### config.mk
export PLATFORM = sky130hd
export DESIGN_NAME = ehc_front
export DESIGN_NICKNAME = d
export VERILOG_FILES = /design/src/hw/rtl/element_heat_conduction_step_defines.svh /design/src/hw/rtl/ehc_pkg.sv /design/src/hw/rtl/ehc_front.sv
export SDC_FILE = /design/constraint.sdc
export NUM_CORES = 2
export LEC_CHECK = 0
export BUFFER_PORTS_ARGS = -buffer_cell sky130_fd_sc_hd__buf_2
export CORE_ASPECT_RATIO = 2
export CORE_MARGIN = 1
export CORE_UTILIZATION = 30
export DETAILED_ROUTE_END_ITERATION = 12
export PLACE_DENSITY = 0.49
export SLEW_MARGIN = 15
export SYNTH_ARGS = -nofsm -noshare
export SYNTH_HDL_FRONTEND = slang
export SYNTH_SLANG_ARGS = --single-unit
### constraint.sdc
create_clock -name aclk -period 12.8 [get_ports aclk]
set_clock_uncertainty 0.2 [all_clocks]
set_input_delay 2.56 -clock aclk [delete_from_list [all_inputs] [get_ports aclk]]
set_output_delay 2.56 -clock aclk [all_outputs]
set_load 0.05 [all_outputs]
### src/hw/rtl/element_heat_conduction_step_defines.svh
// assertion macros for the element heat conduction step block
`ifndef ELEMENT_HEAT_CONDUCTION_STEP_DEFINES_SVH
`define ELEMENT_HEAT_CONDUCTION_STEP_DEFINES_SVH
`ifndef SYNTHESIS
`define EHC_ASSERT_IMP(label, clk, rst_n, ante, cons) \
    label: assert property (@(posedge clk) disable iff (!rst_n) (ante) |-> (cons)) \
        else $error("assertion failed");
`define EHC_ASSERT_NXT(label, clk, rst_n, ante, cons) \
    label: assert property (@(posedge clk) disable iff (!rst_n) (ante) |=> (cons)) \
        else $error("assertion failed");
`else
`define EHC_ASSERT_IMP(label, clk, rst_n, ante, cons)
`define EHC_ASSERT_NXT(label, clk, rst_n, ante, cons)
`endif
`endif

### src/hw/rtl/ehc_pkg.sv
// shared types and constants for the element heat conduction step block
package ehc_pkg;
    localparam int MAX_NODES_DEF = 8;
    localparam int DIMS_DEF      = 3;
    localparam int SLOTS         = 8;
    localparam int QUEUE_DEPTH   = 2;

    typedef struct packed {
        logic signed [31:0] grad_x;
        logic signed [31:0] grad_y;
        logic signed [31:0] grad_z;
        logic signed [31:0] node_temp;
        logic [30:0]        node_mass;
        logic [23:0]        node_index;
        logic signed [31:0] conductance_volume;
        logic               last_node;
    } ehc_in_t;

    typedef struct packed {
        logic signed [31:0] temp_increment;
        logic [23:0]        out_node_index;
        logic               last_result;
    } ehc_out_t;

    // one element job handed from front to back
    typedef struct packed {
        logic signed [31:0] sum_x;
        logic signed [31:0] sum_y;
        logic signed [31:0] sum_z;
        logic signed [31:0] conductance;
        logic [3:0]         count;
    } ehc_job_t;

    function automatic logic signed [31:0] sat32(input logic signed [65:0] v);
        if (v > 66'sd2147483647) begin
            return 32'sh7fffffff;
        end else if (v < -66'sd2147483648) begin
            return 32'sh80000000;
        end
        return v[31:0];
    endfunction
endpackage

### src/hw/rtl/ehc_front.sv
// front end: stores node data and accumulates the weighted temperature sums
module ehc_front
    import ehc_pkg::*;
#(
    parameter int MAX_NODES = MAX_NODES_DEF,
    parameter int DIMS      = DIMS_DEF
) (
    input  logic            aclk,
    input  logic            aresetn,
    input  logic            s_valid,
    output logic            s_ready,
    input  ehc_in_t         s_data,
    // node store write side
    output logic            st_we,
    output logic [2:0]      st_addr,
    output logic [150:0]    st_wdata,
    // job to the queue
    output logic            job_valid,
    input  logic            job_ready,
    output ehc_job_t        job
);
    typedef enum logic [1:0] {ST_IDLE, ST_MUL, ST_ACC, ST_PUSH} state_t;

    state_t             state_reg;
    ehc_in_t            item_reg;
    logic signed [63:0] sum_reg [3];
    logic signed [63:0] prod_reg [3];
    logic signed [31:0] cond_reg;
    logic [3:0]         count_reg;
    logic [1:0]         d_reg;

    logic store_ok;
    logic signed [31:0] g_sel;
    assign store_ok = count_reg < 4'(MAX_NODES);
    assign s_ready  = (state_reg == ST_IDLE);
    assign st_we    = s_valid && s_ready && store_ok;
    assign st_addr  = count_reg[2:0];
    assign st_wdata = {s_data.grad_x, s_data.grad_y,
                       (DIMS >= 3) ? s_data.grad_z : 32'sd0,
                       s_data.node_mass, s_data.node_index};
    assign job_valid = (state_reg == ST_PUSH);
    assign job.sum_x = sat32(66'(sum_reg[0]));
    assign job.sum_y = sat32(66'(sum_reg[1]));
    assign job.sum_z = sat32(66'(sum_reg[2]));
    assign job.conductance = cond_reg;
    assign job.count = count_reg;

    always_comb begin
        case (d_reg)
            2'd0:    g_sel = item_reg.grad_x;
            2'd1:    g_sel = item_reg.grad_y;
            default: g_sel = item_reg.grad_z;
        endcase
    end

    // one multiply per dimension, then accumulate
    always_ff @(posedge aclk) begin
        if (!aresetn) begin
            state_reg <= ST_IDLE;
            count_reg <= '0;
            cond_reg  <= '0;
            d_reg     <= '0;
            for (int d = 0; d < 3; d++) begin
                sum_reg[d] <= '0;
            end
        end else begin
            case (state_reg)
                ST_IDLE: begin
                    if (s_valid) begin
                        item_reg <= s_data;
                        d_reg    <= '0;
                        if (store_ok) begin
                            if (count_reg == 4'd0) begin
                                cond_reg <= s_data.conductance_volume;
                            end
                            state_reg <= ST_MUL;
                        end else if (s_data.last_node) begin
                            state_reg <= ST_PUSH;
                        end
                    end
                end
                ST_MUL: begin
                    prod_reg[d_reg] <= g_sel * item_reg.node_temp;
                    if (d_reg == 2'(DIMS - 1)) begin
                        state_reg <= ST_ACC;
                    end
                    d_reg <= d_reg + 2'd1;
                end
                ST_ACC: begin
                    for (int d = 0; d < DIMS; d++) begin
                        sum_reg[d] <= sum_reg[d] + (prod_reg[d] >>> 16);
                    end
                    count_reg <= count_reg + 4'd1;
                    state_reg <= item_reg.last_node ? ST_PUSH : ST_IDLE;
                end
                ST_PUSH: begin
                    if (job_ready) begin
                        state_reg <= ST_IDLE;
                        count_reg <= '0;
                        for (int d = 0; d < 3; d++) begin
                            sum_reg[d] <= '0;
                        end
                    end
                end
                default: state_reg <= ST_IDLE;
            endcase
        end
    end
endmodule

==> Word-level counts from Yosys, hierarchy flattened <==
Memories as Yosys holds them, arrays and structs flattened.
Index checks and enable logic that the tools add are counted.
{ "classes": {"order_cmp": 7, "n_mul": 1, "n_reduce_logical": 12, "eq_ne": 9, "mux": 44, "bitwise_logic": 6, "n_addsub": 5} }
{ "op_table": {"columns": ["operator", "count"], "rows": [
  ["64-bit two-way mux", 6],
  ["32-bit two-way mux", 9],
  ["64-bit by 48-bit adder with 64-bit output", 3],
  ["64-bit by 32-bit > comparator with 1-bit output (second input constant)", 3],
  ["64-bit by 32-bit < comparator with 1-bit output (second input constant)", 3],
  ["32-bit by 32-bit multiplier with 64-bit output", 1],
  ["32-bit one-hot mux with 2 select lines", 1],
  ["1-bit two-way mux", 17],
  ["2-bit two-way mux", 7],
  ["2-bit one-hot mux with 4 select lines", 1],
  ["4-bit one-hot mux with 2 select lines", 1],
  ["4-bit AND reduction", 2],
  ["2-bit equality test (second input constant)", 3],
  ["1-bit OR", 6],
  ["4-bit by 1-bit adder with 4-bit output (second input constant)", 1],
  ["2-bit by 1-bit equality test with 1-bit output (second input constant)", 2],
  ["2-bit logical NOT", 2],
  ["4-bit logical NOT", 1],
  ["4-bit < comparator (second input constant)", 1],
  ["4-bit two-way mux", 1],
  ["2-bit inequality test (second input constant)", 2],
  ["2-bit one-hot mux with 2 select lines", 1],
  ["2-bit AND reduction", 2],
  ["2-bit nonzero test", 2],
  ["5 further kinds", 6]
]} }
{ "word_totals": {"word_cells": 95, "out_inout_bits": 289, "ramBits": 384, "ff_bits": 169, "input_bits": 220, "memories": 2} }
{ "memory_table": {"columns": ["name", "depth", "width", "read_ports", "rd_clocked_by_memory_dff", "wr", "line_no", "text"], "rows": [
  ["prod_reg", 3, 64, 3, 0, 1, "ehc_front.sv:27", "logic signed [63:0] prod_reg [3];"],
  ["sum_reg", 3, 64, 3, 0, 3, "ehc_front.sv:26", "logic signed [63:0] sum_reg [3];"]
]} }

==> Depth between registers and ports, before layout <==
{ "depth": {"ltp_word": 6, "mapped_depth": 38} }

==> Least setup slack after synthesis <==
No wires, ideal clock.
{ "synth_timing": {"path_kind": "register to register", "from": "reg d_reg[0]", "to": "mem prod_reg[0][63] (data pin)", "setup_slack_ps": 3484, "arrival_ps": 8847, "path_stages_with_launch": 38, "setup_time_ps": 269, "path_cell_list": "dfxtp_1 -> inv_1 -> ha_1 -> clkbuf_1 -> nor2_2 -> clkbuf_1 -> clkbuf_1 -> nand2_1 -> nand2_1 -> clkbuf_1 -> nand2_1 -> inv_1 -> fa_1 -> inv_1 -> fa_1 -> fa_1 -> inv_1 -> fa_1 -> (+2 left out) -> inv_1 -> fa_1 -> inv_1 -> fa_1 -> inv_1 -> fa_1 -> ha_1 -> a21o_1 -> a21o_1 -> a21o_1 -> a21oi_1 -> o21bai_1 -> a21o_1 -> a21oi_1 -> o221ai_1 -> o21a_1 -> nor2_1 -> xnor2_1"} }
{ "synth_between": {"elab_chain_len": 3} }
{ "synth_lines": {"columns": ["element", "line_no", "text"], "rows": [
  ["start, declared", "ehc_front.sv:30", "logic [1:0] d_reg;"],
  ["start signal, assigned", "ehc_front.sv:87", "d_reg <= d_reg + 2'd1;"],
  ["2-bit by 1-bit equality test with 1-bit output or 2-bit logical NOT (tied branches)", "ehc_front.sv:49", "case (d_reg)"],
  ["32-bit one-hot mux with 2 select lines (*)", "ehc_front.sv:49", null],
  ["32-bit by 32-bit multiplier with 64-bit output (*)", "ehc_front.sv:83", "prod_reg[d_reg] <= g_sel * item_reg.node_temp;"],
  ["end, declared", "ehc_front.sv:27", null]
]} }
Every way passes the cells marked *; elsewhere a longest branch is shown, timed or not.

==> Worst setup path after layout <==
{ "layout_timing": {"from": "reg d_reg[0]", "to": "mem prod_reg[1][56] (data pin)"} }
The elaborated chain is that of the path after synthesis.

==> out/metrics.cfg <==
[status]
status=complete, no violations

[cts]
numCtsBuffers=53
cts_tree=yes
clk_pin_slew_worst_paths_ns=0.07
root_buffer=clkbuf_16
post_cts.repair.setup_buffers=0
h-tree-depth=2
cts-resized-gates=0
postCtsHoldBufs=0
clk_path_buf_depth=3
clk_latency_ns=0.73
cts_num_sinks=505

[run]
maxCapViolCount=0

[timing]
max-slew-margin-rel_pct=23.6
hold_viol=0
min_period_ns=10.77
setup_viol_count_final=0
maxSlewViolCount=0
worst_pin_slew_ns=1.14
rsz0062_at_grt=no
max_freq_mhz=92.9
finalSetupTns_ns=0
fin_crit_sh_pct=84.1

[setup_path]
endpoint_kind=flip-flop
crit_path_start_kind=flip-flop
regToRegSetupSlack_ns=2.03
r2r_end=prod_reg[1][56]
cpPeakStageDelay_ns=0.74
critPathArrivalTime_ns=10.97
crit_required_ns=13.00
criticalPathCategory=flip-flop to flip-flop
crit_family=adder cells
crit_top_cell=fa_1
path_max_fanout=25
r2r-start=d_reg[0]
worst_path_max_delay_cell=nor2_4
reg2regPathDepth=33
crit_buf_inv=8

[detailed_routing]
drc=0
detail-route-antenna-nets=0
wl_per_cell_um=23.2
drt-pass1-iter-count=6
vias=48200
vias_per_cell=4.99
drt_iter0_drc=2537
drt-total-wl_mm=224

[placed_design]
io_buffers=398
dp_cells=9559
dp_hpwl_mm=177
post_dp_cell_area_sq_um=69300
gp_congestion=0.908

[final_layout]
drive_above_1_share_pct=9.14
largest_reg_flops=192
final_nets=8486
syn2layout_area_growth_pct=8.86
stdcell_count=9661
final_area_sq_um=71200

[floorplanning]
die_y_um=662
initial_core_util_pct=30.2
die-area_sq_um=220000
num_rows=242
ios=509
core_region_area_sq_um=217000
die_x_um=332

[yosys]
synth.most_common_cell=fa_1
syn_inst=6739
synth_nets=8417
synth_top_area_cell=fa_1
synth_xor_area_share_pct=2.93
syn-mean-instance-area_sq_um=9.70
synthSimpleGateAreaFrac_pct=15.7
synth_top_family_by_area=adder cells
synthAdderAreaFrac_pct=40.3
ys_warn_count=0
synth_top_cell_area_share_pct=33.2
ys_ff_latch=505
synth_commonest_cells=1,084 x fa_1, 1,055 x inv_1, 945 x nand2_1, 522 x and2_1, 465 x edfxtp_1
ys_seq_area_share_pct=22.6
synth-edff-count=465
synth_compound_area_share_pct=8.74
muxShareOfSynthArea_pct=0.111
async_reset_ff_share_pct=0
ys.flop_type=edfxtp_1
synth_cell_type_count=77
syn_area_sq_um=65400
synth.top_cells.by_area=fa_1 33%, edfxtp_1 21%, ha_1 7.2%

[grt]
antenna_found_initial=8
grt_max_degree=131
first_global_vias=53300
overflow=0
grt_usage_pct=20.4
grt_pass1_wl_mm=334

[min_path]
worstHoldPathCells=2
holdPathEnd=cond_reg[2]
hold_path.class=flip-flop to flip-flop
min-delay-start=cond_reg[2]

[through the flow]
stage | hold WS, ns | worst slack (ns) | util (%)
after floorplan | 0.314 | 3.48 | -
after global placement | 0.250 | 2.07 | 32.0
after detailed placement | 0.254 | 1.94 | 32.0
after CTS | 0.263 | 1.88 | 32.8
after global routing | 0.284 | 1.49 | 32.8
final | 0.260 | 2.03 | 32.8
[cells in the final DEF (no fill, tap or decap), types with 29 or more instances in the layout]
cell type / synthesis / routed
fa_1: 1084 / 1084
inv_1: 1055 / 1055
nand2_1: 945 / 929
and2_1: 522 / 522
edfxtp_1: 465 / 465
buf_2: 0 / 398
ha_1: 374 / 372
nor2_1: 306 / 306
a21oi_1: 249 / 249
a21o_1: 181 / 181
o21ai_0: 131 / 128
xnor2_1: 122 / 122
xor2_1: 97 / 97
buf_4: 154 / 83
nand4_1: 80 / 80
nand3_1: 59 / 59
clkbuf_16: 0 / 53
o21bai_1: 45 / 45
nor3_1: 45 / 45
nor2b_1: 40 / 40
a21boi_0: 40 / 40
dfxtp_1: 40 / 40
nor4_1: 36 / 36
nand2b_1: 35 / 35
a31oi_1: 34 / 34
a22oi_1: 31 / 31
o21a_1: 29 / 29
[worst register-to-register path, delay by kind of cell, from the launching register on]
| family | cells | cell delay (ns) |
|---|---|---|
| adder cells (fa/ha/maj) | 10 | 4.53 |
| AND/OR/NAND/NOR | 7 | 2.15 |
| AO/OA/AOI/OAI | 7 | 1.55 |
| buffers and inverters | 8 | 1.16 |
| XOR/XNOR | 1 | 0.51 |
| flip-flops | 1 | 0.38 |
[area by class of cell]
| class | count | area, sq um |
|---|---|---|
| Clock inverter | 40 | 528 |
| Fill cell | 22400 | 146000 |
| Timing Repair Buffer | 483 | 2660 |
| Sequential cell | 505 | 14800 |
| Antenna cell | 4 | 10.0 |
| Multi-Input combinational cell | 4710 | 44400 |
| Inverter | 1055 | 3960 |
| Tap cell | 2806 | 3510 |
| Clock buffer | 58 | 1350 |
[cell families after synthesis]
family / count (synthesis)
and+or+nand+nor: 2151
buffers and inverters: 1524
adders and majority gates: 1458
AOI/OAI and AO/OA: 876
DFF: 505
xor gates and xnor gates: 219
muxes: 6
[metal layers]
layer  global-route usage, %  up-vias  wire (um)
met4                    11.7        2      14200
met2                    40.2     1627     123000
met3                    1.95      548       8740
met1                    20.7    24600      77800
li1                        -    21400          -
met5                       0        -         11
[worst max-delay path by stage]
stage,from,endpoint,slack [ns],cells past startpoint
3_5_place_dp,d_reg[0],prod_reg[0][63],1.94,34
3_3_place_gp,d_reg[0],prod_reg[0][55],2.07,27
2_1_floorplan,d_reg[0],prod_reg[0][63],3.48,37
5_1_grt,d_reg[0],prod_reg[2][63],1.49,34
6_report,d_reg[0],prod_reg[1][56],2.03,33
4_1_cts,d_reg[0],prod_reg[0][55],1.88,29
Power is not shown: default switching activity piles up to over one toggle a cycle in this logic, so the estimate is an artifact.
