$ cat src/hw/rtl/element_heat_conduction_step_defines.svh
// assertion macros for the element heat conduction step block
`ifndef ELEMENT_HEAT_CONDUCTION_STEP_DEFINES_SVH
`define ELEMENT_HEAT_CONDUCTION_STEP_DEFINES_SVH
`ifndef SYNTHESIS
`define EHC_ASSERT_IMP(label, clk, rst_n, ante, cons) \
    label: assert property (@(posedge clk) disable iff (!rst_n) (ante) |-> (cons)) \
        else $error("assertion failed");
`define EHC_ASSERT_NXT(label, clk, rst_n, ante, cons) \
    label: assert property (@(posedge clk) disable iff (!rst_n) (ante) |=> (cons)) \
        else $error("assertion failed");
`else
`define EHC_ASSERT_IMP(label, clk, rst_n, ante, cons)
`define EHC_ASSERT_NXT(label, clk, rst_n, ante, cons)
`endif
`endif

$ cat src/hw/rtl/ehc_pkg.sv
// shared types and constants for the element heat conduction step block
package ehc_pkg;
    localparam int MAX_NODES_DEF = 8;
    localparam int DIMS_DEF      = 3;
    localparam int SLOTS         = 8;
    localparam int QUEUE_DEPTH   = 2;

    typedef struct packed {
        logic signed [31:0] grad_x;
        logic signed [31:0] grad_y;
        logic signed [31:0] grad_z;
        logic signed [31:0] node_temp;
        logic [30:0]        node_mass;
        logic [23:0]        node_index;
        logic signed [31:0] conductance_volume;
        logic               last_node;
    } ehc_in_t;

    typedef struct packed {
        logic signed [31:0] temp_increment;
        logic [23:0]        out_node_index;
        logic               last_result;
    } ehc_out_t;

    // one element job handed from front to back
    typedef struct packed {
        logic signed [31:0] sum_x;
        logic signed [31:0] sum_y;
        logic signed [31:0] sum_z;
        logic signed [31:0] conductance;
        logic [3:0]         count;
    } ehc_job_t;

    function automatic logic signed [31:0] sat32(input logic signed [65:0] v);
        if (v > 66'sd2147483647) begin
            return 32'sh7fffffff;
        end else if (v < -66'sd2147483648) begin
            return 32'sh80000000;
        end
        return v[31:0];
    endfunction
endpackage

$ cat src/hw/rtl/ehc_queue.sv
// short job queue between front and back
module ehc_queue
    import ehc_pkg::*;
(
    input  logic     aclk,
    input  logic     aresetn,
    input  logic     in_valid,
    output logic     in_ready,
    input  ehc_job_t in_job,
    output logic     out_valid,
    input  logic     out_ready,
    output ehc_job_t out_job
);
    ehc_job_t   slot_reg [QUEUE_DEPTH];
    logic       wp_reg, rp_reg;
    logic [1:0] cnt_reg;

    assign in_ready  = cnt_reg != 2'(QUEUE_DEPTH);
    assign out_valid = cnt_reg != 2'd0;
    assign out_job   = slot_reg[rp_reg];

    // pointer and count update
    always_ff @(posedge aclk) begin
        if (!aresetn) begin
            wp_reg  <= 1'b0;
            rp_reg  <= 1'b0;
            cnt_reg <= '0;
        end else begin
            if (in_valid && in_ready) begin
                slot_reg[wp_reg] <= in_job;
                wp_reg <= ~wp_reg;
            end
            if (out_valid && out_ready) begin
                rp_reg <= ~rp_reg;
            end
            cnt_reg <= cnt_reg + 2'(in_valid && in_ready) - 2'(out_valid && out_ready);
        end
    end
endmodule

$ cat config.mk
export PLATFORM = sky130hd
export DESIGN_NAME = ehc_queue
export DESIGN_NICKNAME = d
export VERILOG_FILES = /design/src/hw/rtl/element_heat_conduction_step_defines.svh /design/src/hw/rtl/ehc_pkg.sv /design/src/hw/rtl/ehc_queue.sv
export SDC_FILE = /design/constraint.sdc
export NUM_CORES = 1
export LEC_CHECK = 0
export BUFFER_PORTS_ARGS = -buffer_cell sky130_fd_sc_hd__buf_2
export CORE_MARGIN = 4
export CORE_UTILIZATION = 52
export CTS_BUF_LIST = sky130_fd_sc_hd__clkbuf_16
export CTS_CLUSTER_SIZE = 30
export DETAILED_ROUTE_END_ITERATION = 10
export PLACE_DENSITY = 0.79
export SYNTH_ARGS = -nofsm -noshare
export SYNTH_HDL_FRONTEND = slang
export SYNTH_SLANG_ARGS = --single-unit
$ cat constraint.sdc
create_clock -name aclk -period 10.3 [get_ports aclk]
set_input_delay 1.545 -clock aclk [delete_from_list [all_inputs] [get_ports aclk]]
set_output_delay 1.545 -clock aclk [all_outputs]
set_load 0.02 [all_outputs]
# == Word level (Yosys, flattened, before mapping) ==
# Memory sizes are Yosys's and may differ from the RTL's. A register that Yosys moved wholly into a read port is not among the register bits.
# Index checks and enable logic that the tools add are counted.
# word_totals
register_bits,4
ramBits,264
out_inout_bits,134
wordCells,17
mem_count,1
# classes
add_sub_neg,2
n_eq_ne,1
muxes,5
bitwise,2
n_reduce_logical,3
# memory_table
memory,depth,word_bits,rd,rd_clocked_by_memory_dff,write_ports,line,rtl
slot_reg,2,132,1,1,1,ehc_queue.sv:14,ehc_job_t slot_reg [QUEUE_DEPTH];
# op_table
operator,count
1-bit two-way mux,5
2-bit by 1-bit adder with 2-bit output,1
1-bit logical AND,2
2-bit != test (second input constant),1
1-bit inverter,2
2-bit nonzero test,1
2-bit by 1-bit subtractor with 2-bit output,1

# == Logic depth before layout (Yosys ltp) ==
# Gate-level depths: netlist (run 1).
# logic_depth
ltp_word,5
mapped_depth,9
depth_no_buf,9

# == Least setup slack after synthesis (run 1) ==
# OpenSTA, ideal clock, no wires.
# synth_timing
kind,input to register
from,input port aresetn
to,"memory slot_reg[0][0] (netlist name), enable pin"
setup_ns,0.625
t_arrival_ns,7.126
path_slack_ns,2.549
cell_stages,2
path_buffers,0
path_cell_list,nand3_1 > nor2_1
# synth_via
elab_chain_len,2
# synth_lines
element,line,rtl
start: declaration,ehc_queue.sv:6,"input logic aresetn,"
1-bit two-way mux,ehc_queue.sv:24,if (!aresetn) begin
1-bit two-way mux (not written as such),ehc_queue.sv:30,slot_reg[wp_reg] <= in_job;
end: declaration,ehc_queue.sv:14,
# Every way passes these cells.

==> out/results.tsv, run 1 <==
metric	value	unit
cts_sinks	269	
power.share.switching	27.22	%
synth_top_family_by_area	multiplexers	
yosys_warnings	0	
leakagePower	0.004796	µW
arrival	2520	ps
io_buffers	269	
grt_pass1_wl	28.55	mm
synth_cells	436	
cts_tree	yes	
clk_pin_slew	60	ps
yosys.area_share.simple	0.6200	%
ir_worst_vdd	0.0001773	V
power_frac_clock	30.1	%
synthMuxAreaShare	17.71	%
maxCapViolCount	0	
nFillCells	1291	
place_hpwl	12.77	mm
routed_wl	18.76	mm
area_growth	23.73	%
synthAdderAreaFrac	0.2480	%
slew_violations	0	
ys_seq_area_share	79.55	%
synth_nets	574	
antenna_found_initial	1	
multi_input_area	1927	µm²
synth_common_cells	264 x edfxtp_1, 80 x mux2_4, 52 x mux2_2	
ant_nets	0	
synth_cell_type_count	20	
p_int	2136	µW
post_cts_resized	0	
drt_iter0_drc	244	
fin_skew	4.881	ps
yosysTopAreaCell	edfxtp_1	
layout_min_cycle_time	4066	ps
finalCritPeriodShare	39.48	%
worst_path_max_delay_cell	buf_4	
seqCellArea	8031	µm²
fp.dieH	147.3	µm
die_width	147.3	µm
grt_pass1_vias	5275	
cts_hold_buf	0	
htree_levels	1	
synth_top_cell_area_share	78.56	%
place.gp.congestion	0.7718	
drive_gt1_share	59.49	%
n_antenna_cell	0	
rsz0062_at_grt	false	
ios	270	
maxSlewHeadroom	30.37	%
nets	861	
seq_power_share	45.5	%
grtUsageTotal	16.55	%
floorplan.initialDensity	53.41	%
critPathMaxStageDelay	790	ps
setup_viol	0	
synth_area_per_cell	23.14	µm²
tightest_slew	1044	ps
cts_setup_buffers	0	
fin_ws	6234	ps
critPathLaunchType	register	
drc_errors	0	
cp_max_fo	52	
grt_overflow_total	0	
end_kind	output pin	
crit_chain	buf_4 > mux2_2 > buf_2	
critical_path_class	reg2out	
synth_seq_cells	269	
grt_max_degree	77	
fin_setup_tns	0	ps
hold_class	reg2reg	
via_per_inst	4.979	
largest_reg_flops	264	
cts_buffers	26	
max_freq	245.9	MHz
die-area	21700	µm²
insertion_delay	500	ps
root_buffer	clkbuf_16	
syn-cell-area	10090	µm²
hold_viol	0	
core-area	18890	µm²
post_drt_wl_per_cell	18.71	µm
status	finished, final reports clean	
synth_most_common_cell	edfxtp_1	
synth_compound_area_share	0.1364	%
dr.pass1.iters	4	
clock_path_buffers	3	
synth_xor_area_share	0.2604	%
required	8760	ps
synthArstFlopShare	0	%
pre_cts_ws	6368	ps
synth_edf_count	264	
fp-row-count	50	
p_sw	798.5	µW
power_frac_comb	24.3	%
synth.area.top_cells	edfxtp_1 79%, mux2_4 12%, mux2_2 5.8%	
vias	4994	
p_per_area	235.0	nW/µm²
synthFlopType	edfxtp_1	
==> routing by layer <==
metal / share of wire, % / vias to the layer above / GRT usage (%)
li1: - / 2307 / -
met1: 40 / 2428 / 20.80
met2: 49 / 233 / 27.86
met3: 10 / 24 / 5.984
met4: 1.5 / 2 / 3.774
met5: 0.069 / - / 0
==> per-stage QoR <==
step / hold slack [ps] / area, µm² / util (%) / instances / total power, µW
6_report: 563.2 / 12490 / 66.09 / 1003 / 2934
5_1_grt: 574.7 / 12490 / 66.09 / 1003 / 3056
2_1_floorplan: 467.5 / 10090 / - / 436 / 1895
3_3_place_gp: 521.5 / 11670 / 61.79 / 955 / 2062
3_5_place_dp: 552.9 / 11670 / 61.79 / 955 / 2081
4_1_cts: 562.9 / 12490 / 66.09 / 1003 / 2970
==> worst max-delay path: cells and delay by family (launching register included) <==
kind                   cells  cell delay, ps
buffers and inverters      2             950
DFF                        1             590
muxes                      1             410
==> cell families after synthesis <==
kind of cell	Yosys count
compound gates	2
xor+xnor	3
fa+ha+maj	2
buf+inv	17
flops	269
mux	132
simple gates	11
==> cells in the final DEF, fill, tap and decap left out <==
master	instances
buf_4	5
mux2_2	52
mux2_4	80
and3_4	1
xnor2_1	3
nand3_1	1
dfxtp_1	4
or2_2	1
nand2b_1	1
o21a_1	1
bufinv_16	2
dfxtp_4	1
buf_2	269
clkinv_2	3
nor2_4	1
inv_1	10
and2_1	3
nand2_1	1
o22ai_1	1
nor2b_1	2
clkinv_1	8
clkbuf_16	27
ha_1	2
edfxtp_1	264
==> power groups by stage <==
stage | registers (µW) | logic [µW] | clock network, µW
after detailed placement | 1360 | 720 | 0
after global routing | 1340 | 754 | 958
after global placement | 1350 | 709 | 0
after floorplan | 1350 | 542 | 0
after CTS | 1340 | 723 | 910
final | 1340 | 714 | 884
==> path summary, 6_finish.rpt <==
kind / depth (start not counted) / slack [ps] / endpoint / startpoint
max: 3 / 6230 / out_job[131] / register
min: 2 / 560 / wp_reg / wp_reg
max reg2reg: 4 / 7450 / slot_reg[1][103] / cnt_reg[0]
min reg2reg: 2 / 560 / wp_reg / wp_reg
==> area by class of cell <==
class | count | share of cell area [%]
clock buffer | 27 | 5.411
multi-input combinational | 150 | 15.43
timing repair buffer | 274 | 11.08
sequential | 269 | 64.33
inverter | 2 | 0.06013
clock inverter | 21 | 1.082
tap | 260 | 2.605
Power figures use the tool's default switching activity.
==> run 2: changes to the inputs <==
ABC_AREA = 1   (was unset)
CORE_UTILIZATION = 47   (was 52)
PLACE_DENSITY = 0.75   (was 0.79)
clock period = 3.6 ns   (was 10.3 ns; I/O delays follow)
==> out/results.tsv, run 2 <==
metric	value	unit	change
place_hpwl	12.82	mm	+0.34%
tightest_slew	844.9	ps	-199.6 ps
placed_cells	987		+3.4%
worst_path_max_delay_cell	dfxtp_4		
r2r_setup_slack	1490	ps	-5960 ps
grt_pass1_wl	29.09	mm	+1.9%
arrival	2230	ps	-290 ps
post_cts_resized	0		unchanged
p_int	6096	µW	+190%
p_sw	2358	µW	+200%
fp.dieH	154.7	µm	+5.0%
synth_area_per_cell	22.47	µm²	-2.9%
synth.area.top_cells	edfxtp_1 78%, mux2_4 12%, mux2_2 5.8%		
wl_met1	7.559	mm	+1.0%
grtUsageTotal	15.16	%	-1.4 points
crit_chain	buf_4 > mux2_4 > buf_2		
grt_pass1_vias	5517		+4.6%
power_frac_comb	24.3	%	about the same
ys_seq_area_share	79.41	%	-0.15 points
wl_met3	1.660	mm	-11%
die_width	154.7	µm	+5.0%
synth_xor_area_share	0	%	-0.26 points
die-area	23920	µm²	+10%
reg2reg_depth	5		+1
nFillCells	1553		+20%
drc_errors	0		unchanged
core-area	21090	µm²	+12%
io_buffers	269		unchanged
post_drt_wl_per_cell	18.34	µm	-1.9%
synthMuxAreaShare	17.67	%	-0.033 points
grt_overflow_total	0		unchanged
ir_worst_vdd	0.0005383	V	+200%
drt_iter0_drc	285		+17%
cts_hold_buf	0		unchanged
synth_cells	450		+3.2%
power_frac_clock	29.5	%	-0.6 points
ios	270		unchanged
grt_max_degree	133		+73%
fp-row-count	53		+6.0%
synthAdderAreaFrac	0.2475	%	-0.00046 points
place.gp.congestion	0.7625		-1.2%
htree_levels	1		unchanged
synth_nets	588		+2.4%
leakagePower	0.004841	µW	+0.95%
synth_top_cell_area_share	78.42	%	-0.15 points
via_per_inst	4.919		-1.2%
fin_util	59.67	%	-6.4 points
cts_buffers	27		+3.8%
n_antenna_cell	0		unchanged
critical_path_class	reg2out		
cts_tree	yes		
cts_setup_buffers	0		unchanged
clock_path_buffers	3		unchanged
cpLargestDelayFamily	flip-flops		
cts_sinks	269		unchanged
min_path_cells	1		-1
hold_viol	0		unchanged
p_per_area	671.8	nW/µm²	+190%
synth_cell_type_count	15		-25%
power.share.switching	27.89	%	+0.68 points
root_buffer	clkbuf_16		
cp.buffers_inverters	2		unchanged
vias	5096		+2.0%
floorplan.initialDensity	47.94	%	-5.5 points
ant_nets	0		unchanged
largest_reg_flops	264		unchanged
met2_wirelength	9.514	mm	+4.4%
final_area	12580	µm²	+0.78%
antenna_found_initial	0		-1
synth_most_common_cell	edfxtp_1		
final_common_cell	buf_2		
maxSlewHeadroom	43.67	%	+13 points
yosys.area_share.simple	0.7673	%	+0.15 points
fin_setup_tns	0	ps	unchanged
synth_compound_area_share	0.1733	%	+0.037 points
placed_area	11780	µm²	+0.93%
r2r_start	cnt_reg[0]		
insertion_delay	510	ps	about the same
max_freq	360.5	MHz	
clk_pin_slew	60	ps	about the same
required	3060	ps	-5700 ps
end_kind	output pin		
slew_violations	0		unchanged
cp_max_fo	46		-12%
timing.rr.end	slot_reg[0][103]		
endpoint	out_job[122]		
synth_common_cells	264 x edfxtp_1, 80 x mux2_4, 52 x mux2_2		
critPathLaunchType	register		
holdWs	211.5	ps	-351.7 ps
area_growth	24.47	%	
synth_top_family_by_area	multiplexers		
maxCapViolCount	0		unchanged
setup_viol	0		unchanged
synthArstFlopShare	0	%	unchanged
layout_common_cells	269 x buf_2, 264 x edfxtp_1, 80 x mux2_4		
routed_wl	19.00	mm	+1.3%
syn-cell-area	10110	µm²	+0.19%
cp.depth	3		unchanged
drive_gt1_share	58.74	%	-0.75 points
nets	879		+2.1%
status	finished, final reports clean		
fin_skew	14.81	ps	+9.928 ps
seq_power_share	46.2	%	+0.7 points
finalCritPeriodShare	77.05	%	
yosysTopAreaCell	edfxtp_1		
yosys_warnings	0		unchanged
hold_class	in2reg		
synthFlopType	edfxtp_1		
top_layer	met4		
layout_min_cycle_time	2774	ps	
rsz0062_at_grt	false		
synth_edf_count	264		unchanged
instances_no_fill	1036		+3.3%
synth_seq_cells	269		unchanged
critPathMaxStageDelay	830	ps	+40 ps
dr.pass1.iters	4		unchanged
## run 2: power by group through the flow
stage	Clock (µW)	Combinational, µW	Sequential, µW
finish	2490	2060	3900
global route	2730	2180	3930
CTS	2560	2080	3910
detailed placement	0	2070	3970
global placement	0	2030	3950
floorplan	0	1550	3890
## run 2: through the flow
stage                     setup slack, ps  total power, µW
final                               826.1             8454
after global routing                723.9             8839
after CTS                           787.2             8552
after detailed placement             1288             6042
after global placement               1360             5979
after floorplan                     485.2             5436
## run 2: cell type report
| type | count | area (µm²) | share of cell area, % |
|---|---|---|---|
| clock buffers | 27 | 675.6 | 5.369 |
| clock inverters | 22 | 123.9 | 0.9844 |
| inverters | 9 | 37.54 | 0.2983 |
| multi-input cells | 157 | 1914 | 15.21 |
| flip-flops and latches | 269 | 8031 | 63.83 |
| well taps | 275 | 344.1 | 2.734 |
| repair buffers | 277 | 1456 | 11.57 |
## run 2: logic make-up after synthesis
logic type | count (synthesis)
AOI/OAI and AO/OA | 3
adders and majority gates | 2
buffers and inverters | 24
DFF | 269
muxes | 132
and+or+nand+nor | 20
## run 2: layer usage
layer | GRT usage (%) | vias up
li1 | - | 2351
met1 | 19.08 | 2502
met2 | 26.19 | 217
met3 | 4.253 | 26
met4 | 3.659 | 0
met5 | 0 | -
## run 2: how the worst min path moves through the flow
stage	from	endpoint	slack, ps
CTS	in_job[44]	slot_reg[0][44]	180
global route	in_job[45]	slot_reg[0][45]	180
finish	in_job[11]	slot_reg[1][11]	210
detailed placement	rp_reg	register	510
global placement	rp_reg	rp_reg	490
floorplan	rp_reg	register	470
