## src/hw/rtl/element_heat_conduction_step_defines.svh

```systemverilog
// assertion macros for the element heat conduction step block
`ifndef ELEMENT_HEAT_CONDUCTION_STEP_DEFINES_SVH
`define ELEMENT_HEAT_CONDUCTION_STEP_DEFINES_SVH
`ifndef SYNTHESIS
`define EHC_ASSERT_IMP(label, clk, rst_n, ante, cons) \
    label: assert property (@(posedge clk) disable iff (!rst_n) (ante) |-> (cons)) \
        else $error("assertion failed");
`define EHC_ASSERT_NXT(label, clk, rst_n, ante, cons) \
    label: assert property (@(posedge clk) disable iff (!rst_n) (ante) |=> (cons)) \
        else $error("assertion failed");
`else
`define EHC_ASSERT_IMP(label, clk, rst_n, ante, cons)
`define EHC_ASSERT_NXT(label, clk, rst_n, ante, cons)
`endif
`endif

```

## src/hw/rtl/ehc_ram.sv

```systemverilog
// generic single write port ram with registered read
module ehc_ram #(
    parameter int WIDTH = 32,
    parameter int DEPTH = 8
) (
    input  logic                     aclk,
    input  logic                     we,
    input  logic [$clog2(DEPTH)-1:0] waddr,
    input  logic [WIDTH-1:0]         wdata,
    input  logic [$clog2(DEPTH)-1:0] raddr,
    output logic [WIDTH-1:0]         rdata
);
    logic [WIDTH-1:0] mem_reg [DEPTH];

    // write and registered read
    always_ff @(posedge aclk) begin
        if (we) begin
            mem_reg[waddr] <= wdata;
        end
        rdata <= mem_reg[raddr];
    end
endmodule

```

## config.mk

```make
export PLATFORM = sky130hd
export DESIGN_NAME = ehc_ram
export DESIGN_NICKNAME = d
export VERILOG_FILES = /design/src/hw/rtl/element_heat_conduction_step_defines.svh /design/src/hw/rtl/ehc_ram.sv
export SDC_FILE = /design/constraint.sdc
export NUM_CORES = 1
export LEC_CHECK = 0
export BUFFER_PORTS_ARGS = -buffer_cell sky130_fd_sc_hd__buf_4
export CAP_MARGIN = 20
export CORE_ASPECT_RATIO = 0.8
export CORE_UTILIZATION = 45
export CTS_CLUSTER_SIZE = 8
export DETAILED_ROUTE_END_ITERATION = 7
export PLACE_DENSITY = 0.59
export RECOVER_POWER = 50
export SYNTH_ARGS = -nofsm -noshare
export SYNTH_HDL_FRONTEND = slang
export SYNTH_SLANG_ARGS = --single-unit
```

## constraint.sdc

```tcl
create_clock -name aclk -period 5.3 [get_ports aclk]
set_input_delay 0.795 -clock aclk [delete_from_list [all_inputs] [get_ports aclk]]
set_output_delay 0.795 -clock aclk [all_outputs]
set_load 0.01 [all_outputs]
```

After elaboration in Yosys (flattened, before gate mapping) --
Memories as Yosys holds them, arrays and structs flattened. A register that Yosys moved wholly into a read port is not among the register bits. Index checks and enable logic that the tools add are counted.
Operators by class: mux-type cells 2
Operators with widths (count):
- 2-to-1 mux 1 bit | 2
Storage, ports and cells: logic and storage cells 3, output and inout port bits 32, RAM bits 256, memories 1, bits in registers 0
Memory list:
- mem_reg | words 8, width 32, read ports 1, clocked after Yosys merged registers in 1, wr ports 1, line ehc_ram.sv:13 | logic [WIDTH-1:0] mem_reg [DEPTH];

Longest topological paths before layout --
Gate-level depths: netlist of the first run.
depth in word-level cells 2, depth in mapped cells 4, gate-level depth less buffers 2

Worst setup path after synthesis of the first run --
OpenSTA, ideal clock, no wires.
path type input -> register, start point in waddr[2], end point mem mem_reg[0][0] (enable), data required time 4839 ps, setup slack 1658 ps, stages 2, setup time 461 ps, arrival time 3181 ps, cell sequence nand2b_1 > nor3_1
RTL lines:
- from (decl) | line ehc_ram.sv:8 | input logic [$clog2(DEPTH)-1:0] waddr,
- to (decl) | line ehc_ram.sv:13
No word-level cell before the write port.

Worst setup path in the final report of the first run --
start point in waddr[1], end point mem mem_reg[7][23] (enable)
No word-level cell before the write port.

==> metrics.md, run 1 <==
| Metric | Value |
|---|---|
| Port Buf Inserts | `71` |
| Grt ovf | `0` |
| Crit path max-delay cell type | `clkbuf_1` |
| Core footprint | `22600 um2` |
| ANT cells | `0` |
| Drt wl/cell | `21.7 um` |
| Via-to-Cell Ratio | `5.26` |
| Die area | `23900 um2` |
| Final hold vios | `0` |
| Pin count of the biggest net entering global routing | `65` |
| Gate count of the mapped netlist | `415` |
| Vias in the first global route | `4785` |
| Rel. slew slack | `-0.643` |
| Unrepaired setup endpoints after global routing | `false` |
| Crit Reg-Reg Endpoint | `rdata[12]` |
| WHS Path Cells | `1` |
| H-tree lvl count | `2` |
| Clk sinks | `288` |
| Final setup vio count | `0` |
| Area grow syn2layout | `18.8%` |
| Critical path type | `input pin to register` |
| Standard-cell rows | `49` |
| Most frequent cells in the layout | `edfxtp_1 (256), clkbuf_1 (65), clkbuf_16 (43), buf_4 (43), mux4_1 (40)` |
| Lkg Pwr | `4.14 nW` |
| Synth top area cells | `edfxtp_1 (73%), mux4_1 (10%), dfxtp_1 (6.1%)` |
| Via Count | `4505` |
| Most frequent CP cell | `clkbuf_1` |
| Share of cells above drive strength 1 | `0.276` |
| Root cell of the clock tree | `clkbuf_16` |
| DRT iter0 DRCs | `363` |
| # hold bufs at CTS | `0` |
| Avg Inst Size Synth | `25.2 um2` |
| Dpl ws | `2.29 ns` |
| Worst Path Arrival | `3.07 ns` |
| WP data required | `5.36 ns` |
| # nets final | `560` |
| WHS | `0.637 ns` |
| R2r setup slk | `4.02 ns` |
| Number of flip-flops under the largest register name | `256` |
| Worst-path clk slew | `0.05 ns` |
| R2R depth | `2` |
| Placed Instance Area | `11400 um2` |
| Hold_sp | `wdata[28]` |
| Mapped Nets | `455` |
| Residual DRC count | `0` |
| CTS resizes | `0` |
| All-layer global routing usage | `0.160` |
| Worst Slack Setup Final | `2.30 ns` |
| Worst Path Buf+Inv | `2` |
| Max-cap check violation count | `3` |
| Worst Hold Path EP | `mem_reg[6][28]` |
| Final WL | `18600 um` |
| Final min period | `3.00 ns` |
| Synth top area share | `0.734` |
| Mapped Area | `10500 um2` |
| Dpl cells | `783` |
| Max Freq | `0.333 GHz` |
| Drt pass-1 iters | `4` |
| Starting density of the core | `0.463` |
| Non-Filler Instances | `856` |
| HP Class | `input pin to register` |
| Io pins | `72` |
| Fin Clk Skew | `0.0167 ns` |
| Fin crit share | `0.567` |
| Crit start category | `input pin` |
| Pins Over Slew Limit | `99` |
| Max Buffers Root-to-Sink | `3` |
| Num CTS Buffers | `41` |
| P per Cell Area | `419 nW/um2` |
| Placer Congestion | `0.660` |
| Fin area | `12400 um2` |
| FF+latch count, synth | `288` |
| Final setup TNS | `0 ns` |
| Worst slew pin tran | `2.47 ns` |
| Dpl hpwl | `9050 um` |
| Worst vdd ir | `273 uV` |
| TritonCTS clock tree | `yes` |
| Worst skew pair latency | `0.51 ns` |
| Yosys warns | `0` |
| Pwr Total | `5.21 mW` |
| Sequential area share after synthesis | `0.796` |
| Global-route wire length before repair | `28500 um` |
| Violated checks | `capacitance limit, slew limit` |
| Worst Setup End Kind | `register` |
| Synth unique cells | `13` |
| Crit path largest cell delay | `1.73 ns` |
| CP top delay family | `buffers and inverters` |
| Critical-path cell list | `clkbuf_1 -> nand2_1 -> nor2_4 -> clkbuf_1` |
| DIE HEIGHT | `138 um` |
| Status | `finished, violations left` |
| Die width | `173 um` |
| Yosys top cell by area | `edfxtp_1` |
| Setup Buffers After CTS | `0` |
| Initial antenna violation count | `0` |
| Commonest non-fill, non-tap cell in the layout | `edfxtp_1` |
| CP max FO | `32` |
| R2R Path Start | `mem_reg[3][12]` |
| Routed Antenna Nets | `0` |
| Final core area utilization | `0.550` |
-- cell usage after synthesis --
cell type	number
mux4_2	24
edfxtp_1	256
buf_6	7
nor3_1	2
mux2_2	32
buf_2	6
dfxtp_1	32
clkbuf_1	1
mux4_1	40
nand2_1	2
nand2b_1	3
buf_1	4
nor2_1	6
-- routing by layer --
layer  vias up  track usage  part of all wire
met4         0       0.0540             0.017
met3        26       0.0360             0.042
met1      2377        0.212              0.44
met2        94        0.264              0.50
met5         -            0                 0
li1       2008            -                 -
-- cells by family (layout without fill, tap and decap cells) --
family	after synthesis	in the layout	share of synthesized area
buf+inv	18	153	0.0122
mux	96	96	0.186
simple gates	13	13	0.00562
flops	288	288	0.796
-- layout make-up --
class	count	area, um2
Clock buffer	72	1180
Multi-Input combinational cell	109	2070
Clock inverter	1	8.76
Tap cell	306	383
Timing Repair Buffer	80	465
Fill cell	1709	10200
Sequential cell	288	8330
-- where the power goes --
part | internal [mW] | switching, mW
Clock | 1.50 | 0.868
Sequential | 2.57 | 0.0241
Combinational | 0.121 | 0.124
-- how the worst max path moves through the flow --
stage / slack [ns] / depth (start not counted) / endpoint / from
after global placement: 2.32 / 4 / rdata[4] / raddr[0]
after CTS: 2.82 / 4 / rdata[11] / raddr[0]
after floorplan: 1.66 / 2 / mem_reg[0][0] / waddr[2]
after global routing: 2.09 / 4 / mem_reg[6][22] / waddr[1]
after detailed placement: 2.29 / 4 / rdata[11] / raddr[0]
final: 2.30 / 4 / mem_reg[7][23] / waddr[1]
Note: power is estimated with default switching activity, not from simulation.
==> inputs of run 2 (changes only) <==
--- a/config.mk
+++ b/config.mk
@@ -11,7 +11,7 @@
 export CORE_UTILIZATION = 45
 export CTS_CLUSTER_SIZE = 8
 export DETAILED_ROUTE_END_ITERATION = 7
-export PLACE_DENSITY = 0.59
+export PLACE_DENSITY = 0.62
 export RECOVER_POWER = 50
 export SYNTH_ARGS = -nofsm -noshare
 export SYNTH_HDL_FRONTEND = slang
==> constraint.sdc (replaced) <==
create_clock -name aclk -period 2.7 [get_ports aclk]
set_input_delay 0.405 -clock aclk [delete_from_list [all_inputs] [get_ports aclk]]
set_output_delay 0.405 -clock aclk [all_outputs]
set_load 0.01 [all_outputs]
==> run 2 against run 1 <==
Effect of this change:
- the flow now finishes without violations
- worst setup slack got worse by 1.5 ns
- sequential power grew 96%
- critical path depth unchanged
- critical path type unchanged
- critical endpoint is now mem_reg[5][19]
- largest cell class unchanged
==> metrics.md, run 2 (synthesized netlist as in run 1, its figures left out) <==
| Metric | Value |
|---|---|
| Number of flip-flops under the largest register name | `256 (unchanged)` |
| WP data required | `2.89 ns (-2.47 ns)` |
| Vias in the first global route | `5061 (+5.8%)` |
| CP max FO | `21 (-34%)` |
| Num CTS Buffers | `41 (unchanged)` |
| Max Freq | `0.530 GHz` |
| Most frequent cells in the layout | `edfxtp_1 (256), clkbuf_1 (62), clkbuf_16 (41)` |
| DIE HEIGHT | `138 um (unchanged)` |
| # hold bufs at CTS | `0 (unchanged)` |
| Pins Over Slew Limit | `0 (-100%)` |
| Root cell of the clock tree | `clkbuf_16` |
| Worst Setup End Kind | `register` |
| Worst-path clk slew | `0.05 ns (about the same)` |
| Pin count of the biggest net entering global routing | `39 (-40%)` |
| Lkg Pwr | `4.20 nW (+1.3%)` |
| Clock share of power | `0.446 (-0.008)` |
| Die width | `173 um (unchanged)` |
| Global-route wire length before repair | `29400 um (+3.3%)` |
| Port Buf Inserts | `71 (unchanged)` |
| Io pins | `72 (unchanged)` |
| Final min period | `1.89 ns` |
| H-tree lvl count | `2 (unchanged)` |
| Switch share | `0.196 (+0.000641)` |
| ANT cells | `0 (unchanged)` |
| Final setup vio count | `0 (unchanged)` |
| TritonCTS clock tree | `yes` |
| Final hold vios | `0 (unchanged)` |
| Worst Slack Setup Final | `0.813 ns (-1.48 ns)` |
| Clk sinks | `288 (unchanged)` |
| Unrepaired setup endpoints after global routing | `false` |
| P per Cell Area | `806 nW/um2 (+92%)` |
| Crit start category | `input pin` |
| Routed Antenna Nets | `0 (unchanged)` |
| Commonest non-fill, non-tap cell in the layout | `edfxtp_1` |
| # nets final | `563 (+0.54%)` |
| Final WL | `18900 um (+1.5%)` |
| Residual DRC count | `0 (unchanged)` |
| Via Count | `4512 (+0.16%)` |
| Worst skew pair latency | `0.51 ns (about the same)` |
| Worst Path Arrival | `2.08 ns (-0.99 ns)` |
| Int Pwr | `8.13 mW (+94%)` |
| Share of cells above drive strength 1 | `0.278 (+0.00212)` |
| Sw Pwr | `1.98 mW (+95%)` |
| Combinational power share | `0.050 (+0.003)` |
| Dpl hpwl | `10200 um (+13%)` |
| Final setup TNS | `0 ns (unchanged)` |
| Initial antenna violation count | `1 (+1)` |
| Critical path type | `input pin to register` |
| Drt wl/cell | `22.0 um (+1.1%)` |
| Starting density of the core | `0.463 (unchanged)` |
| Rel. slew slack | `0.0720 (+0.715)` |
| Sequential share of power | `0.504 (+0.005)` |
| Status | `finished clean` |
| HP Class | `input pin to register` |
| Setup Buffers After CTS | `0 (unchanged)` |
| DRT iter0 DRCs | `288 (-21%)` |
| Via-to-Cell Ratio | `5.25 (-0.19%)` |
| Grt ovf | `0 (unchanged)` |
| Core footprint | `22600 um2 (unchanged)` |
| Worst slew pin tran | `1.39 ns (-1.08 ns)` |
| Drt pass-1 iters | `4 (unchanged)` |
| Max-cap check violation count | `0 (-3)` |
| Placer Congestion | `0.694 (+5.1%)` |
| Area grow syn2layout | `20.0%` |
| Max Buffers Root-to-Sink | `3 (unchanged)` |
| All-layer global routing usage | `0.166 (+0.00553)` |
| Fin Clk Skew | `0.0138 ns (-0.00293 ns)` |
| Dpl ws | `0.723 ns (-1.57 ns)` |
| CTS resizes | `0 (unchanged)` |
| Worst vdd ir | `448 uV (+64%)` |
| Die area | `23900 um2 (unchanged)` |
| Fin crit share | `0.699` |
| Standard-cell rows | `49 (unchanged)` |
[run 2: cell type report]
class | instances | area [um2]
Clock buffer | 71 | 1140
Timing Repair Buffer | 83 | 641
Multi-Input combinational cell | 109 | 2050
Tap cell | 306 | 383
Clock inverter | 2 | 17.5
Fill cell | 1720 | 10100
Sequential cell | 288 | 8330
[run 2: layer usage]
| layer | GRT usage | share of wire | up-vias |
|---|---|---|---|
| met4 | 0.0461 | 0.014 | 2 |
| met5 | 0 | 0.00090 | - |
| met3 | 0.0410 | 0.046 | 26 |
| met1 | 0.222 | 0.45 | 2362 |
| li1 | - | - | 2020 |
| met2 | 0.272 | 0.49 | 102 |
[run 2: metrics by stage]
stage	cells	instance area [um2]	total power, mW	util	hold WS, ns
after floorplan	415	10500	5.44	-	0.504
after global placement	786	11500	5.70	0.511	0.630
after detailed placement	786	11500	5.72	0.511	0.641
after CTS	859	12700	10.3	0.562	0.105
after global routing	859	12600	10.5	0.555	0.253
final	859	12600	10.1	0.555	0.251
[run 2: power groups by stage]
stage               sequential (mW)  clock (mW)  combinational (mW)
finish                         5.09        4.51               0.508
floorplan                      5.19           0               0.255
CTS                            5.09        4.63               0.546
detailed placement             5.18           0               0.542
global route                   5.10        4.83               0.549
global placement               5.17           0               0.532
[run 2: final timing paths]
check,from,to,slack (ns),depth (start not counted)
hold / removal,wdata[25],mem_reg[3][25],0.25,1
setup / recovery,waddr[2],mem_reg[5][19],0.81,4
setup reg to reg,mem_reg[3][4],rdata[4],1.41,2
hold reg to reg,mem_reg[7][27],rdata[27],0.66,2
[run 2: critical path, cell delays in order]
cell and delay [ns]:
clkbuf_4 0.10, nand2_1 0.15, nor2_1 1.10, buf_12 0.30
==> inputs of run 3 (changes only) <==
--- a/config.mk
+++ b/config.mk
@@ -5,13 +5,14 @@
 export SDC_FILE = /design/constraint.sdc
 export NUM_CORES = 1
 export LEC_CHECK = 0
+export ABC_AREA = 1
 export BUFFER_PORTS_ARGS = -buffer_cell sky130_fd_sc_hd__buf_4
 export CAP_MARGIN = 20
 export CORE_ASPECT_RATIO = 0.8
 export CORE_UTILIZATION = 45
 export CTS_CLUSTER_SIZE = 8
 export DETAILED_ROUTE_END_ITERATION = 7
-export PLACE_DENSITY = 0.62
+export PLACE_DENSITY = 0.61
 export RECOVER_POWER = 50
 export SYNTH_ARGS = -nofsm -noshare
 export SYNTH_HDL_FRONTEND = slang
==> constraint.sdc (replaced) <==
create_clock -name aclk -period 1.6 [get_ports aclk]
set_input_delay 0.24 -clock aclk [delete_from_list [all_inputs] [get_ports aclk]]
set_output_delay 0.24 -clock aclk [all_outputs]
set_load 0.01 [all_outputs]
==> run 3 against run 2 <==
Effect of this change:
- area after synthesis increased by 13%
- cell count increased by 93%
- total power increased by 75%
- synthesized cell count increased to 2.8 times the previous value
- first-iteration DRC count increased by 78%
- critical path depth decreased by 3
- sequential share of layout area decreased by 8.3 points
- hold slack got worse by 0.17 ns
- global-route usage increased by 2.0 points
- sequential cell count unchanged
- clock skew decreased by 0.0074 ns
- critical endpoint is now rdata[31]
- largest power group unchanged
- highest routed layer is now met4
==> metrics.md, run 3 <==
| Metric | Value |
|---|---|
| Residual DRC count | `0 (unchanged)` |
| Max Freq | `0.782 GHz` |
| Worst Slack Setup Final | `0.321 ns (-0.492 ns)` |
| DIE HEIGHT | `147 um (+6.4%)` |
| Root cell of the clock tree | `clkbuf_16` |
| Sw Pwr | `3.78 mW (+91%)` |
| Critical path type | `register to output pin` |
| Drt wl/cell | `14.5 um (-34%)` |
| Avg Inst Size Synth | `10.3 um2 (-59%)` |
| Dpl hpwl | `12700 um (+24%)` |
| Sequential share of power | `0.485 (-0.019)` |
| Via-to-Cell Ratio | `4.55 (-13%)` |
| Drt pass-1 iters | `4 (unchanged)` |
| Pin count of the biggest net entering global routing | `71 (+82%)` |
| Final core area utilization | `0.561 (+0.00612)` |
| Synth top area cells | `edfxtp_1 (65%), nand2_1 (13%), inv_1 (8.2%)` |
| Via Count | `7558 (+68%)` |
| Core footprint | `25600 um2 (+13%)` |
| Crit start category | `register` |
| Synth Flop Type | `edfxtp_1` |
| Yosys warns | `0 (unchanged)` |
| # hold bufs at CTS | `32 (+32)` |
| Placer Congestion | `0.703 (+1.4%)` |
| HP Class | `input pin to register` |
| H-tree lvl count | `2 (unchanged)` |
| Pins Over Slew Limit | `0 (unchanged)` |
| Gate count of the mapped netlist | `1156 (+180%)` |
| Vias in the first global route | `7198 (+42%)` |
| CP max FO | `1 (-95%)` |
| Number of flip-flops under the largest register name | `256 (unchanged)` |
| Final setup vio count | `0 (unchanged)` |
| Share of cells above drive strength 1 | `0.0870 (-0.191)` |
| Lkg Pwr | `6.49 nW (+54%)` |
| Die area | `27000 um2 (+13%)` |
| R2r setup slk | `0.72 ns (-0.69 ns)` |
| Fin Clk Skew | `0.00636 ns (-0.00739 ns)` |
| All-layer global routing usage | `0.185 (+0.0197)` |
| Rel. slew slack | `0.660 (+0.588)` |
| Final min period | `1.28 ns` |
| Count leader, synth | `nand2_1` |
| Area grow syn2layout | `20.8%` |
| CP top delay family | `flip-flops` |
| Max-cap check violation count | `0 (unchanged)` |
| Clock share of power | `0.449 (+0.003)` |
| TritonCTS clock tree | `yes` |
| Worst slew pin tran | `0.509 ns (-0.878 ns)` |
| Yosys top cell by area | `edfxtp_1` |
| Combinational power share | `0.067 (+0.017)` |
| Worst Path Buf+Inv | `1 (-1)` |
| ANT cells | `0 (unchanged)` |
| Commonest non-fill, non-tap cell in the layout | `nand2_1` |
| Final setup TNS | `0 ns (unchanged)` |
| Critical-path cell list | `buf_4` |
| # nets final | `1318 (+130%)` |
| Synth unique cells | `12 (-1)` |
| Setup Buffers After CTS | `0 (unchanged)` |
| Unrepaired setup endpoints after global routing | `false` |
| P per Cell Area | `1230 nW/um2 (+53%)` |
| Post-synth EDFFs | `256 (unchanged)` |
| Crit path max-delay cell type | `dfxtp_1` |
| Synth cell count leaders | `nand2_1 (422), inv_1 (260), edfxtp_1 (256)` |
| Num CTS Buffers | `41 (unchanged)` |
| Final WL | `24200 um (+28%)` |
| Worst-path clk slew | `0.05 ns (about the same)` |
| Port Buf Inserts | `71 (unchanged)` |
| WP data required | `1.36 ns (-1.53 ns)` |
| Register area | `8330 um2 (unchanged)` |
| Status | `finished clean` |
| Sequential area share after synthesis | `0.701 (-0.0943)` |
| Fin crit share | `0.799` |
| CTS resizes | `0 (unchanged)` |
| Worst Setup End Kind | `output pin` |
| Mapped Area | `11900 um2 (+13%)` |
| Worst Path Arrival | `1.04 ns (-1.04 ns)` |
| Crit path largest cell delay | `0.38 ns (-0.72 ns)` |
| Global-route wire length before repair | `38500 um (+31%)` |
| Dpl ws | `0.183 ns (-0.540 ns)` |
| Int Pwr | `13.9 mW (+71%)` |
| Switch share | `0.213 (+0.0174)` |
| Die width | `184 um (+6.4%)` |
| Final hold vios | `0 (unchanged)` |
| Starting density of the core | `0.464 (+0.00169)` |
| Async SR Flop Fraction | `0 (unchanged)` |
| Initial antenna violation count | `0 (-1)` |
| Area of the multi-input gates | `2300 um2 (+12%)` |
| Worst skew pair latency | `0.51 ns (about the same)` |
| Clk sinks | `288 (unchanged)` |
| Synth top area share | `0.647 (-0.0870)` |
| Io pins | `72 (unchanged)` |
| FF+latch count, synth | `288 (unchanged)` |
| Max Buffers Root-to-Sink | `3 (unchanged)` |
| Standard-cell rows | `52 (+6.1%)` |
| Grt ovf | `0 (unchanged)` |
| Worst vdd ir | `715 uV (+60%)` |
| Mapped Nets | `1196 (+160%)` |
| # fillers | `2231 (+30%)` |
| DRT iter0 DRCs | `513 (+78%)` |
| Most frequent cells in the layout | `nand2_1 (422), inv_1 (260), edfxtp_1 (256)` |
| Routed Antenna Nets | `0 (unchanged)` |
run 3: worst reg2reg max path, delay by kind of cell, from the launching register on:
family        cells  cell delay [ns]
simple gates      5             0.33
buf+inv           1             0.07
flops             1             0.36
run 3: cell families after synthesis:
family                 after synthesis  share of synthesized area
buffers and inverters              310                      0.109
DFF                                288                      0.701
and+or+nand+nor                    558                      0.190
run 3: cell type report:
type	instances	share of cell area
flip-flops and latches	288	0.580
multi-input cells	558	0.160
clock buffers	74	0.0831
repair buffers	127	0.0763
inverters	262	0.0686
well taps	351	0.0306
clock inverters	1	0.000610
run 3: power by group through the flow:
| stage | registers, mW | logic (mW) | clock network [mW] |
|---|---|---|---|
| floorplan | 8.76 | 0.612 | 0 |
| global placement | 8.72 | 1.16 | 0 |
| detailed placement | 8.73 | 1.18 | 0 |
| CTS | 8.58 | 1.25 | 8.13 |
| global route | 8.60 | 1.33 | 8.46 |
| finish | 8.59 | 1.18 | 7.94 |
run 3: final timing paths:
| path | from | end | depth (start not counted) |
|---|---|---|---|
| worst max-delay path | rdata[31] | rdata[31] | 1 |
| worst max register to register | mem_reg[0][24] | rdata[24] | 6 |
| worst min-delay path | raddr[2] | rdata[14] | 3 |
| worst min register to register | mem_reg[0][21] | rdata[21] | 6 |
run 3: stage by stage:
step	hold WS (ns)	cells	power, mW	area, um2
after detailed placement	0.480	1554	9.90	13000
after CTS	0.0645	1661	18.0	14500
after floorplan	0.339	1156	9.37	11900
after global routing	0.0811	1661	18.4	14300
final	0.0798	1661	17.7	14300
after global placement	0.476	1554	9.88	13000
run 3: routing by layer:
layer,global-route usage,routed length (um),vias up
li1,-,-,3844
met1,0.259,11300,3539
met2,0.302,11400,139
met3,0.0322,1010,36
met4,0.0446,374,0
met5,0,0,-
